File: src/design/assert_macros.svh
// Assertion macros shared by the FEN parser RTL files.
// Define NO_ASSERTIONS to compile every check away.
`ifndef ASSERT_MACROS_SVH
`define ASSERT_MACROS_SVH

`ifndef NO_ASSERTIONS

// Clocked check that is switched off while reset is high.
`define FPP_ASSERT(lbl, clk, rst, prop, msg) \
  lbl: assert property (@(posedge clk) disable iff (rst) prop) else $error(msg);

// Clocked check that also holds during reset.
`define FPP_ASSERT_ALWAYS(lbl, clk, prop, msg) \
  lbl: assert property (@(posedge clk) prop) else $error(msg);

`else

`define FPP_ASSERT(lbl, clk, rst, prop, msg)
`define FPP_ASSERT_ALWAYS(lbl, clk, prop, msg)

`endif

`endif

File: src/design/fpp_pkg.sv
// Shared types and constants of the FEN position parser.
// No dependencies; imported by every module of the parser.
`default_nettype none

package fpp_pkg;

  // Queue between the classifier and the parser core.
  localparam int QUEUE_DEPTH = 4;
  localparam int QPTR_W      = $clog2(QUEUE_DEPTH);
  localparam int QCNT_W      = $clog2(QUEUE_DEPTH + 1);

  // Field positions inside the FEN text.
  localparam logic [2:0] FIELD_PLACE  = 3'd0;
  localparam logic [2:0] FIELD_SIDE   = 3'd1;
  localparam logic [2:0] FIELD_CASTLE = 3'd2;
  localparam logic [2:0] FIELD_EP     = 3'd3;
  localparam logic [2:0] FIELD_HALF   = 3'd4;
  localparam logic [2:0] FIELD_FULL   = 3'd5;
  localparam logic [2:0] FIELD_DONE   = 3'd6;

  // Piece type codes.
  localparam logic [2:0] PIECE_PAWN   = 3'd0;
  localparam logic [2:0] PIECE_KNIGHT = 3'd1;
  localparam logic [2:0] PIECE_BISHOP = 3'd2;
  localparam logic [2:0] PIECE_ROOK   = 3'd3;
  localparam logic [2:0] PIECE_QUEEN  = 3'd4;
  localparam logic [2:0] PIECE_KING   = 3'd5;

  // Board and counter limits.
  localparam logic [3:0]  BOARD_WIDTH   = 4'd8;
  localparam logic [2:0]  LAST_RANK     = 3'd7;
  localparam logic [33:0] COUNTER_LIMIT = 34'd1000000000;
  localparam logic [6:0]  EP_NONE       = 7'd64;

  // Characters of interest.
  localparam logic [7:0] CH_SPACE = 8'd32;
  localparam logic [7:0] CH_TAB   = 8'd9;
  localparam logic [7:0] CH_CR    = 8'd13;
  localparam logic [7:0] CH_SLASH = "/";
  localparam logic [7:0] CH_DASH  = "-";
  localparam logic [7:0] CH_ZERO  = "0";
  localparam logic [7:0] CH_NINE  = "9";
  localparam logic [7:0] CH_ONE   = "1";
  localparam logic [7:0] CH_EIGHT = "8";
  localparam logic [7:0] CH_UP_A  = "A";
  localparam logic [7:0] CH_UP_Z  = "Z";
  localparam logic [7:0] CH_LO_A  = "a";
  localparam logic [7:0] CH_LO_H  = "h";
  localparam logic [7:0] CH_LO_W  = "w";
  localparam logic [7:0] CH_LO_B  = "b";
  localparam logic [7:0] CH_LO_P  = "p";
  localparam logic [7:0] CH_LO_N  = "n";
  localparam logic [7:0] CH_LO_R  = "r";
  localparam logic [7:0] CH_LO_Q  = "q";
  localparam logic [7:0] CH_LO_K  = "k";
  localparam logic [7:0] CH_UP_K  = "K";
  localparam logic [7:0] CH_UP_Q  = "Q";
  localparam logic [7:0] CASE_OFFSET = 8'd32;

  // One classified text byte as it waits in the queue.
  typedef struct packed {
    logic [7:0] ch;
    logic       eot;
    logic       space;
    logic       digit;
    logic [3:0] dval;
    logic       piece_ok;
    logic       pcolor;
    logic [2:0] ptype;
  } item_t;

  // Output word layout.
  localparam int TDATA_W = 88;

endpackage

`default_nettype wire

File: src/design/fpp_front.sv
// Front end of the FEN parser: classifies each accepted text byte.
// Depends on fpp_pkg for the item type and character constants.
`default_nettype none

module fpp_front
  import fpp_pkg::*;
(
  input  wire logic [7:0] char_in,
  input  wire logic       end_of_text,
  output item_t           item
);

  logic       upper;
  logic [7:0] low;

  // Fold upper case letters to lower case for the piece lookup.
  assign upper = (char_in >= CH_UP_A) && (char_in <= CH_UP_Z);
  assign low   = upper ? char_in + CASE_OFFSET : char_in;

  // Character classes and piece decode.
  always_comb begin
    item.ch       = char_in;
    item.eot      = end_of_text;
    item.space    = (char_in == CH_SPACE) || ((char_in >= CH_TAB) && (char_in <= CH_CR));
    item.digit    = (char_in >= CH_ZERO) && (char_in <= CH_NINE);
    item.dval     = char_in[3:0];
    item.pcolor   = !upper;
    item.piece_ok = 1'b1;
    item.ptype    = PIECE_PAWN;
    case (low)
      CH_LO_P: item.ptype = PIECE_PAWN;
      CH_LO_N: item.ptype = PIECE_KNIGHT;
      CH_LO_B: item.ptype = PIECE_BISHOP;
      CH_LO_R: item.ptype = PIECE_ROOK;
      CH_LO_Q: item.ptype = PIECE_QUEEN;
      CH_LO_K: item.ptype = PIECE_KING;
      default: item.piece_ok = 1'b0;
    endcase
  end

endmodule

`default_nettype wire

File: src/design/fpp_queue.sv
// Short queue of classified bytes between the front end and the parser core.
// Depends on fpp_pkg for the item type and queue depth.
`default_nettype none

`include "assert_macros.svh"

module fpp_queue
  import fpp_pkg::*;
(
  input  wire logic  clk,
  input  wire logic  rst,
  input  wire logic  push,
  input  wire item_t push_item,
  output logic       full,
  output logic       not_empty,
  input  wire logic  pop,
  output item_t      head
);

  item_t             entries [QUEUE_DEPTH];
  logic [QPTR_W-1:0] wr_ptr;
  logic [QPTR_W-1:0] rd_ptr;
  logic [QCNT_W-1:0] count;

  assign full      = (count == QCNT_W'(QUEUE_DEPTH));
  assign not_empty = (count != '0);
  assign head      = entries[rd_ptr];

  // Entry storage needs no reset.
  always_ff @(posedge clk) begin
    if (push) begin
      entries[wr_ptr] <= push_item;
    end
  end

  // Pointers and fill count.
  always_ff @(posedge clk) begin
    if (rst) begin
      wr_ptr <= '0;
      rd_ptr <= '0;
      count  <= '0;
    end else begin
      if (push) begin
        wr_ptr <= wr_ptr + QPTR_W'(1);
      end
      if (pop) begin
        rd_ptr <= rd_ptr + QPTR_W'(1);
      end
      if (push && !pop) begin
        count <= count + QCNT_W'(1);
      end else if (pop && !push) begin
        count <= count - QCNT_W'(1);
      end
    end
  end

  `FPP_ASSERT(a_count_bound, clk, rst, count <= QCNT_W'(QUEUE_DEPTH), "queue count over depth")
  `FPP_ASSERT(a_count_up, clk, rst, (push && !pop) |=> (count == $past(count) + QCNT_W'(1)), "queue count did not grow")
  `FPP_ASSERT(a_count_down, clk, rst, (pop && !push) |=> (count == $past(count) - QCNT_W'(1)), "queue count did not shrink")

endmodule

`default_nettype wire

File: src/design/fpp_back.sv
// Parser core of the FEN parser: runs the field state per byte and drives the
// output register. Depends on fpp_pkg for types, field codes and constants.
`default_nettype none

`include "assert_macros.svh"

module fpp_back
  import fpp_pkg::*;
(
  input  wire logic               clk,
  input  wire logic               rst,
  input  wire logic               item_valid,
  input  wire item_t              item,
  output logic                    pop,
  output logic                    m_tvalid,
  input  wire logic               m_tready,
  output logic [TDATA_W-1:0]      m_tdata,
  output logic                    m_tuser
);

  // Parser state.
  logic [2:0]  field_index;
  logic        in_token;
  logic        failed;
  logic [2:0]  rank_count;
  logic [3:0]  file_count;
  logic [1:0]  white_king_count;
  logic [1:0]  black_king_count;
  logic        side_reg;
  logic [3:0]  castle_mask;
  logic [1:0]  token_length;
  logic        dash_seen;
  logic [6:0]  ep_reg;
  logic [29:0] halfmove_acc;
  logic [29:0] fullmove_acc;

  logic [2:0]  field_index_next;
  logic        in_token_next;
  logic        failed_next;
  logic [2:0]  rank_count_next;
  logic [3:0]  file_count_next;
  logic [1:0]  white_king_count_next;
  logic [1:0]  black_king_count_next;
  logic        side_reg_next;
  logic [3:0]  castle_mask_next;
  logic [1:0]  token_length_next;
  logic        dash_seen_next;
  logic [6:0]  ep_reg_next;
  logic [29:0] halfmove_acc_next;
  logic [29:0] fullmove_acc_next;

  logic        piece;
  logic [2:0]  piece_col;
  logic [2:0]  piece_row;
  logic        verdict_ok;
  logic [4:0]  file_sum;
  logic [7:0]  rank_digit;
  logic        has_result;

  // True when closing the current token breaks a field check.
  function automatic logic close_fails(input logic [2:0] fi, input logic [2:0] rc,
                                       input logic [3:0] fc, input logic [1:0] wk,
                                       input logic [1:0] bk, input logic [1:0] tl,
                                       input logic ds);
    logic bad;
    bad = 1'b0;
    if (fi == FIELD_PLACE) begin
      bad = (rc != LAST_RANK) || (fc != BOARD_WIDTH) || (wk != 2'd1) || (bk != 2'd1);
    end else if (fi == FIELD_EP) begin
      bad = (tl == 2'd1) && !ds;
    end
    return bad;
  endfunction

  // Decimal accumulate: bit 30 flags a bad digit or a value over the limit.
  function automatic logic [30:0] add_digit(input logic [29:0] acc, input logic dig,
                                            input logic [3:0] dv);
    logic [33:0] v;
    logic [30:0] res;
    v = {1'b0, acc, 3'b000} + {3'b000, acc, 1'b0} + {30'd0, dv};
    if (!dig || (v > COUNTER_LIMIT)) begin
      res = {1'b1, acc};
    end else begin
      res = {1'b0, v[29:0]};
    end
    return res;
  endfunction

  assign file_sum   = {1'b0, file_count} + {1'b0, item.dval};
  assign rank_digit = item.ch - CH_ONE;

  // Next parser state for the byte at the head of the queue.
  always_comb begin
    logic [30:0] acc_res;
    field_index_next      = field_index;
    in_token_next         = in_token;
    failed_next           = failed;
    rank_count_next       = rank_count;
    file_count_next       = file_count;
    white_king_count_next = white_king_count;
    black_king_count_next = black_king_count;
    side_reg_next         = side_reg;
    castle_mask_next      = castle_mask;
    token_length_next     = token_length;
    dash_seen_next        = dash_seen;
    ep_reg_next           = ep_reg;
    halfmove_acc_next     = halfmove_acc;
    fullmove_acc_next     = fullmove_acc;
    piece                 = 1'b0;
    piece_col             = file_count[2:0];
    piece_row             = rank_count;
    acc_res               = '0;

    if (!failed && (field_index < FIELD_DONE)) begin
      if (item.space) begin
        // Whitespace closes an open token.
        if (in_token) begin
          if (close_fails(field_index, rank_count, file_count, white_king_count,
                          black_king_count, token_length, dash_seen)) begin
            failed_next = 1'b1;
          end
          field_index_next = field_index + 3'd1;
          in_token_next    = 1'b0;
        end
      end else if (field_index == FIELD_SIDE) begin
        // Side to move is a single byte.
        if (item.ch == CH_LO_W) begin
          side_reg_next = 1'b0;
        end else if (item.ch == CH_LO_B) begin
          side_reg_next = 1'b1;
        end else begin
          failed_next = 1'b1;
        end
        field_index_next = FIELD_CASTLE;
        in_token_next    = 1'b0;
      end else begin
        if (!in_token) begin
          in_token_next     = 1'b1;
          token_length_next = 2'd0;
          dash_seen_next    = 1'b0;
        end
        case (field_index)
          FIELD_PLACE: begin
            if (item.ch == CH_SLASH) begin
              if ((file_count != BOARD_WIDTH) || (rank_count >= LAST_RANK)) begin
                failed_next = 1'b1;
              end else begin
                rank_count_next = rank_count + 3'd1;
                file_count_next = 4'd0;
              end
            end else if (item.digit) begin
              if ((item.dval == 4'd0) || (file_sum > {1'b0, BOARD_WIDTH})) begin
                failed_next = 1'b1;
              end else begin
                file_count_next = file_sum[3:0];
              end
            end else if ((file_count >= BOARD_WIDTH) || !item.piece_ok) begin
              failed_next = 1'b1;
            end else begin
              piece           = 1'b1;
              file_count_next = file_count + 4'd1;
              if (item.ptype == PIECE_KING) begin
                if (!item.pcolor && (white_king_count < 2'd2)) begin
                  white_king_count_next = white_king_count + 2'd1;
                end
                if (item.pcolor && (black_king_count < 2'd2)) begin
                  black_king_count_next = black_king_count + 2'd1;
                end
              end
            end
          end
          FIELD_CASTLE: begin
            if (item.ch == CH_DASH) begin
              if (token_length_next == 2'd0) begin
                dash_seen_next = 1'b1;
              end else begin
                failed_next = 1'b1;
              end
            end else if (dash_seen_next) begin
              failed_next = 1'b1;
            end else if (item.ch == CH_UP_K) begin
              castle_mask_next = castle_mask | 4'b0001;
            end else if (item.ch == CH_UP_Q) begin
              castle_mask_next = castle_mask | 4'b0010;
            end else if (item.ch == CH_LO_K) begin
              castle_mask_next = castle_mask | 4'b0100;
            end else if (item.ch == CH_LO_Q) begin
              castle_mask_next = castle_mask | 4'b1000;
            end else begin
              failed_next = 1'b1;
            end
          end
          FIELD_EP: begin
            if (token_length_next == 2'd0) begin
              if (item.ch == CH_DASH) begin
                dash_seen_next = 1'b1;
                ep_reg_next    = EP_NONE;
              end else if ((item.ch >= CH_LO_A) && (item.ch <= CH_LO_H)) begin
                ep_reg_next = {4'd0, item.ch[2:0] - CH_LO_A[2:0]};
              end else begin
                failed_next = 1'b1;
              end
            end else if (token_length_next == 2'd1) begin
              if (dash_seen_next || (item.ch < CH_ONE) || (item.ch > CH_EIGHT)) begin
                failed_next = 1'b1;
              end else begin
                ep_reg_next = {1'b0, rank_digit[2:0], ep_reg[2:0]};
              end
            end else begin
              failed_next = 1'b1;
            end
          end
          FIELD_HALF: begin
            acc_res           = add_digit(halfmove_acc, item.digit, item.dval);
            halfmove_acc_next = acc_res[29:0];
            if (acc_res[30]) begin
              failed_next = 1'b1;
            end
          end
          default: begin
            acc_res           = add_digit(fullmove_acc, item.digit, item.dval);
            fullmove_acc_next = acc_res[29:0];
            if (acc_res[30]) begin
              failed_next = 1'b1;
            end
          end
        endcase
        if (token_length_next < 2'd3) begin
          token_length_next = token_length_next + 2'd1;
        end
      end
    end

    // The last byte closes whatever token is still open.
    if (item.eot && !failed_next && in_token_next && (field_index_next < FIELD_DONE)) begin
      if (close_fails(field_index_next, rank_count_next, file_count_next,
                      white_king_count_next, black_king_count_next,
                      token_length_next, dash_seen_next)) begin
        failed_next = 1'b1;
      end
      field_index_next = field_index_next + 3'd1;
      in_token_next    = 1'b0;
    end
  end

  assign verdict_ok = !failed_next && (field_index_next >= FIELD_DONE) &&
                      (fullmove_acc_next != 30'd0);
  assign has_result = item.eot || piece;
  assign pop        = item_valid && (!m_tvalid || m_tready);

  // Parser state update; a verdict returns everything to its reset values.
  always_ff @(posedge clk) begin
    if (rst || (pop && item.eot)) begin
      field_index      <= FIELD_PLACE;
      in_token         <= 1'b0;
      failed           <= 1'b0;
      rank_count       <= 3'd0;
      file_count       <= 4'd0;
      white_king_count <= 2'd0;
      black_king_count <= 2'd0;
      side_reg         <= 1'b0;
      castle_mask      <= 4'd0;
      token_length     <= 2'd0;
      dash_seen        <= 1'b0;
      ep_reg           <= EP_NONE;
      halfmove_acc     <= 30'd0;
      fullmove_acc     <= 30'd0;
    end else if (pop) begin
      field_index      <= field_index_next;
      in_token         <= in_token_next;
      failed           <= failed_next;
      rank_count       <= rank_count_next;
      file_count       <= file_count_next;
      white_king_count <= white_king_count_next;
      black_king_count <= black_king_count_next;
      side_reg         <= side_reg_next;
      castle_mask      <= castle_mask_next;
      token_length     <= token_length_next;
      dash_seen        <= dash_seen_next;
      ep_reg           <= ep_reg_next;
      halfmove_acc     <= halfmove_acc_next;
      fullmove_acc     <= fullmove_acc_next;
    end
  end

  // Output valid flag.
  always_ff @(posedge clk) begin
    if (rst) begin
      m_tvalid <= 1'b0;
    end else if (pop && has_result) begin
      m_tvalid <= 1'b1;
    end else if (m_tready) begin
      m_tvalid <= 1'b0;
    end
  end

  // Output payload: a verdict or a piece placement.
  always_ff @(posedge clk) begin
    if (pop && has_result) begin
      m_tuser <= item.eot;
      if (item.eot) begin
        if (verdict_ok) begin
          m_tdata <= {5'd0, fullmove_acc_next, halfmove_acc_next, ep_reg_next,
                      castle_mask_next, side_reg_next, 1'b1, 10'd0};
        end else begin
          m_tdata <= {5'd0, 30'd0, 30'd0, EP_NONE, 4'd0, 1'b0, 1'b0, 10'd0};
        end
      end else begin
        m_tdata <= {78'd0, item.ptype, item.pcolor, piece_row, piece_col};
      end
    end
  end

  `FPP_ASSERT(a_field_range, clk, rst, field_index <= FIELD_DONE, "field index out of range")
  `FPP_ASSERT(a_file_range, clk, rst, file_count <= BOARD_WIDTH, "file count past board width")
  `FPP_ASSERT(a_verdict_resets, clk, rst, (pop && item.eot) |=> ((field_index == FIELD_PLACE) && !failed && !in_token), "state not cleared after verdict")

endmodule

`default_nettype wire

File: src/design/fen_position_parser.sv
// FEN position parser top level: classifier, byte queue and parser core.
// A result is registered in the output register when the parser core pops its byte from the queue.
// Throughput: one text byte per cycle while the result receiver does not stall the output.
// Reset (rst, synchronous, active high) empties the queue, clears the output valid
// flag and returns the parser to the start of a new string.
// Depends on fpp_pkg, fpp_front, fpp_queue and fpp_back.
`default_nettype none

module fen_position_parser
  import fpp_pkg::*;
(
  input  wire logic               clk,
  input  wire logic               rst,
  // Input bytes. tdata: char_in[7:0]. tlast: end_of_text.
  input  wire logic               s_tvalid,
  output logic                    s_tready,
  input  wire logic [7:0]         s_tdata,
  input  wire logic               s_tlast,
  // Results. tdata from bit 0 up: column[2:0], row[5:3], piece_color[6],
  // piece_type[9:7], valid_res[10], side_to_move[11], castle_rights[15:12],
  // ep_square[22:16], halfmove[52:23], fullmove[82:53], zero fill[87:83].
  output logic                    m_tvalid,
  input  wire logic               m_tready,
  output logic [TDATA_W-1:0]      m_tdata,
  // tuser: is_final.
  output logic                    m_tuser
);

  item_t in_item;
  item_t head_item;
  logic  q_full;
  logic  q_not_empty;
  logic  q_pop;
  logic  q_push;

  assign s_tready = !q_full;
  assign q_push   = s_tvalid && s_tready;

  // Byte classification.
  fpp_front u_front (
    .char_in     (s_tdata),
    .end_of_text (s_tlast),
    .item        (in_item)
  );

  // Queue between the front end and the parser core.
  fpp_queue u_queue (
    .clk       (clk),
    .rst       (rst),
    .push      (q_push),
    .push_item (in_item),
    .full      (q_full),
    .not_empty (q_not_empty),
    .pop       (q_pop),
    .head      (head_item)
  );

  // Parser core and output register.
  fpp_back u_back (
    .clk        (clk),
    .rst        (rst),
    .item_valid (q_not_empty),
    .item       (head_item),
    .pop        (q_pop),
    .m_tvalid   (m_tvalid),
    .m_tready   (m_tready),
    .m_tdata    (m_tdata),
    .m_tuser    (m_tuser)
  );

endmodule

`default_nettype wire

File: config.mk
export PLATFORM = sky130hd
export DESIGN_NAME = fen_position_parser
export DESIGN_NICKNAME = d
export VERILOG_FILES = /design/src/design/fpp_pkg.sv /design/src/design/fpp_front.sv /design/src/design/fpp_queue.sv /design/src/design/fpp_back.sv /design/src/design/fen_position_parser.sv
export VERILOG_INCLUDE_DIRS = /design/src /design/src/design
export SDC_FILE = /design/constraint.sdc
export NUM_CORES = 1
export LEC_CHECK = 0
export ABC_AREA = 0
export BUFFER_PORTS_ARGS = -buffer_cell sky130_fd_sc_hd__buf_2
export CAP_MARGIN = 5
export CELL_PAD_IN_SITES_DETAIL_PLACEMENT = 0
export CELL_PAD_IN_SITES_GLOBAL_PLACEMENT = 1
export CORE_ASPECT_RATIO = 0.7
export CORE_MARGIN = 3
export CORE_UTILIZATION = 52
export CTS_CLUSTER_DIAMETER = 30
export DETAILED_ROUTE_END_ITERATION = 7
export GPL_ROUTABILITY_DRIVEN = 1
export PLACE_DENSITY = 0.9
export SYNTH_ARGS = -nofsm -noshare
export SYNTH_HDL_FRONTEND = slang
export SYNTH_SLANG_ARGS = --single-unit
File: constraint.sdc
create_clock -name clk -period 9.2 [get_ports clk]
set_clock_uncertainty 0.05 [all_clocks]
set_input_delay 0.92 -clock clk [delete_from_list [all_inputs] [get_ports clk]]
set_output_delay 0.92 -clock clk [all_outputs]
set_load 0.02 [all_outputs]
==> flow_metrics.tcl <==
set metrics [dict create \
    maxSlewHeadroom_pct 34.2 \
    max_freq_mhz 139 \
    die_h_um 153 \
    synth-seq-cells 249 \
    fin_setup_tns_ns 0 \
    coreArea_um2 29500 \
    layout.nets 1895 \
    cts.sink_count 249 \
    grt_util_met3_pct 5.22 \
    final_cell_mix "219 x nor2_1, 148 x ha_1, 148 x edfxtp_1" \
    async_flop_share_pct 0 \
    cts_buffers 46 \
    start_util_pct 54.0 \
    first_global_vias 12600 \
    top_regs "u_back.m_tdata x83, u_queue.entries x64" \
    routed_wl_um 43300 \
    crit_type "reg2reg" \
    synth_edf_count 148 \
    port_buffers 98 \
    period_share_pct 77.9 \
    ctsHoldBuffers 0 \
    io-pin-count 104 \
    grt_pass1_wl_um 69000 \
    syn_area_um2 16000 \
    top_register "u_back.m_tdata" \
    p_int_mw 3.05 \
    final_layout_size_suffix_gt1_share_pct 13.6 \
    critPathLaunchType "register" \
    clk_path_buf_depth 3 \
    grt_busiest_layer "met1" \
    violations "DRC" \
    grtUsageTotal_pct 25.8 \
    required_ns 9.49 \
    slew_viol_final 0 \
    cp_num_buf_inv 3 \
    combPwrFrac_pct 29.6 \
    peakVddDrop_mv 0.188 \
    drc 1 \
    gr-usage-met1_pct 39.2 \
    hpwl_um 31100 \
    hold_depth 2 \
    p_switching_mw 1.73 \
    area_growth_pct 14.8 \
    path_common_cell "a311oi_1" \
    layout_commonest_cell "nor2_1" \
    synthFlopType "edfxtp_1" \
    post_cts_resized 0 \
    cpLargestDelayFamily "compound AO/OA/AOI/OAI gates" \
    hold_ws_ns 0.422 \
    wl_per_cell_um 20.0 \
    arrival_ns 7.46 \
    cts-root-buf "clkbuf_16" \
    post_cts.repair.setup_buffers 0 \
    yosysSeqAreaShare_pct 40.5 \
    htree_levels 2 \
    die_area_um2 32900 \
    hold_start "u_back.castle_mask[3]" \
    drv_cap 0 \
    r2r_end "u_back.m_tdata[40]" \
    reg2reg_depth 18 \
    static-leakage-power_nw 7.26 \
    end_kind "register" \
    fp-row-count 52 \
    syn_inst 1654 \
    cts_tree "done" \
    fillers 2439 \
    largest_register_ffs 83 \
    synth_cell_types 90 \
    grt_overflow 0 \
    hold_violations 0 \
    path_clk_slew_ns 0.06 \
    hold-path-endpoint "u_back.castle_mask[3]" \
    grt_setup_unrepaired "no" \
    globalplace.congestion 0.945 \
    met2_usage_pct 37.7 \
    drtIter0Drc 1416 \
    firstDrtPassIters 7 \
    p_clk_share_pct 37.0 \
    power_density_nw_per_um2 261 \
    vias_per_cell 6.16 \
    crit_chain "mux4_2, inv_1, fa_1, inv_1, ha_1, a21o_1, and4_1, o2111a_1, a311oi_1, a311oi_1, a2111oi_0, o311ai_0, o21a_1, a311oi_1, o31a_2, nand4bb_4, buf_4, a211oi_1" \
    setup_viol 0 \
    fin_crit_ns 7.17 \
    clk_latency_ns 0.54 \
    antenna_left 0 \
    cp_max_fo 52 \
    hold_class "reg2reg" \
    synth.avg_cell_area_um2 9.65 \
    switching_share_pct 36.3 \
    die_x_um 215 \
    grt_antenna_before_repair 0 \
    vias 13400 \
    ff2ff_setup_slack_ns 2.03 \
    slowest_stage "dfxtp_1" \
    ys_warn_count 0 \
    grt_max_degree 69 \
    diodes 0 \
    max_stage_delay_ns 0.91 \
    worstMarginPinSlew_ns 0.984 \
    seq_power_share_pct 33.4 \
    status "finished with violations" \
]
cells in the mapped netlist (all sizes together) (24+ instances only):
library cell	count	area share, %
nor2	220	5.2
ha	148	12
mux2i	84	5.3
xnor2	28	1.5
a21oi	139	4.4
clkbuf	47	1.1
edfxtp	148	28
inv	61	1.4
nor2b	24	0.94
xor2	29	1.6
o21ai	74	2.3
nand3	25	0.78
nor3	29	0.94
nand2	131	3.1
a21o	24	1.1
buf	38	1.5
dfxtp	101	13
per-stage QoR:
step / total power [mW] / cell area, um2 / setup WS [ns] / cells / util, %
floorplan: 2.57 / 16000 / 3.03 / 1658 / -
global placement: 2.98 / 16700 / 2.35 / 2085 / 56.4
detailed placement: 3.01 / 16700 / 2.26 / 2085 / 56.4
CTS: 4.79 / 18300 / 2.13 / 2171 / 62.0
global route: 4.99 / 18300 / 1.65 / 2171 / 62.0
finish: 4.78 / 18300 / 2.03 / 2171 / 62.0
final cells by class:
type	instances	area (um2)	share of cell area, %
multi-input cells	1263	8900	48.6
flip-flops and latches	249	6470	35.3
clock buffers	53	1250	6.83
repair buffers	107	558	3.05
well taps	405	507	2.77
clock inverters	33	393	2.15
inverters	61	229	1.25
kinds of logic after synthesis:
group           synth area share [%]
fa+ha+maj                       12.4
buf+inv                         4.06
other cells                   0.0235
flops                           40.5
simple gates                    16.8
xor+xnor                        3.13
mux                             7.53
compound gates                  15.6
worst reg2reg max path: cells and delay by family, from the launching register on:
kind	cells	cell delay, ns
AOI/OAI and AO/OA	10	3.34
adders and majority gates	2	0.70
buffers and inverters	3	0.82
DFF	1	0.91
muxes	1	0.54
and+or+nand+nor	2	0.62
worst max-delay path by stage:
stage,to,slack (ns),depth (start not counted)
floorplan,u_back.m_tdata[0],3.03,10
global placement,u_back.halfmove_acc[4],2.35,16
detailed placement,u_back.m_tdata[40],2.26,18
CTS,u_back.m_tdata[40],2.13,18
global route,u_back.m_tdata[40],1.65,18
finish,u_back.m_tdata[40],2.03,18
power groups by stage:
| stage | Clock (mW) | Combinational (mW) | Sequential [mW] |
|---|---|---|---|
| CTS | 1.79 | 1.40 | 1.60 |
| global placement | 0 | 1.38 | 1.61 |
| global route | 1.84 | 1.53 | 1.62 |
| detailed placement | 0 | 1.40 | 1.61 |
| floorplan | 0 | 0.758 | 1.81 |
| finish | 1.77 | 1.41 | 1.60 |
layer usage:
metal  share of wire, %  vias to the layer above
li1                   -                     6284
met1                 47                     6446
met2                 43                      563
met3                8.7                       70
met4                2.0                        0
met5                  0                        -
No activity file was read; power rests on OpenSTA's default activity.
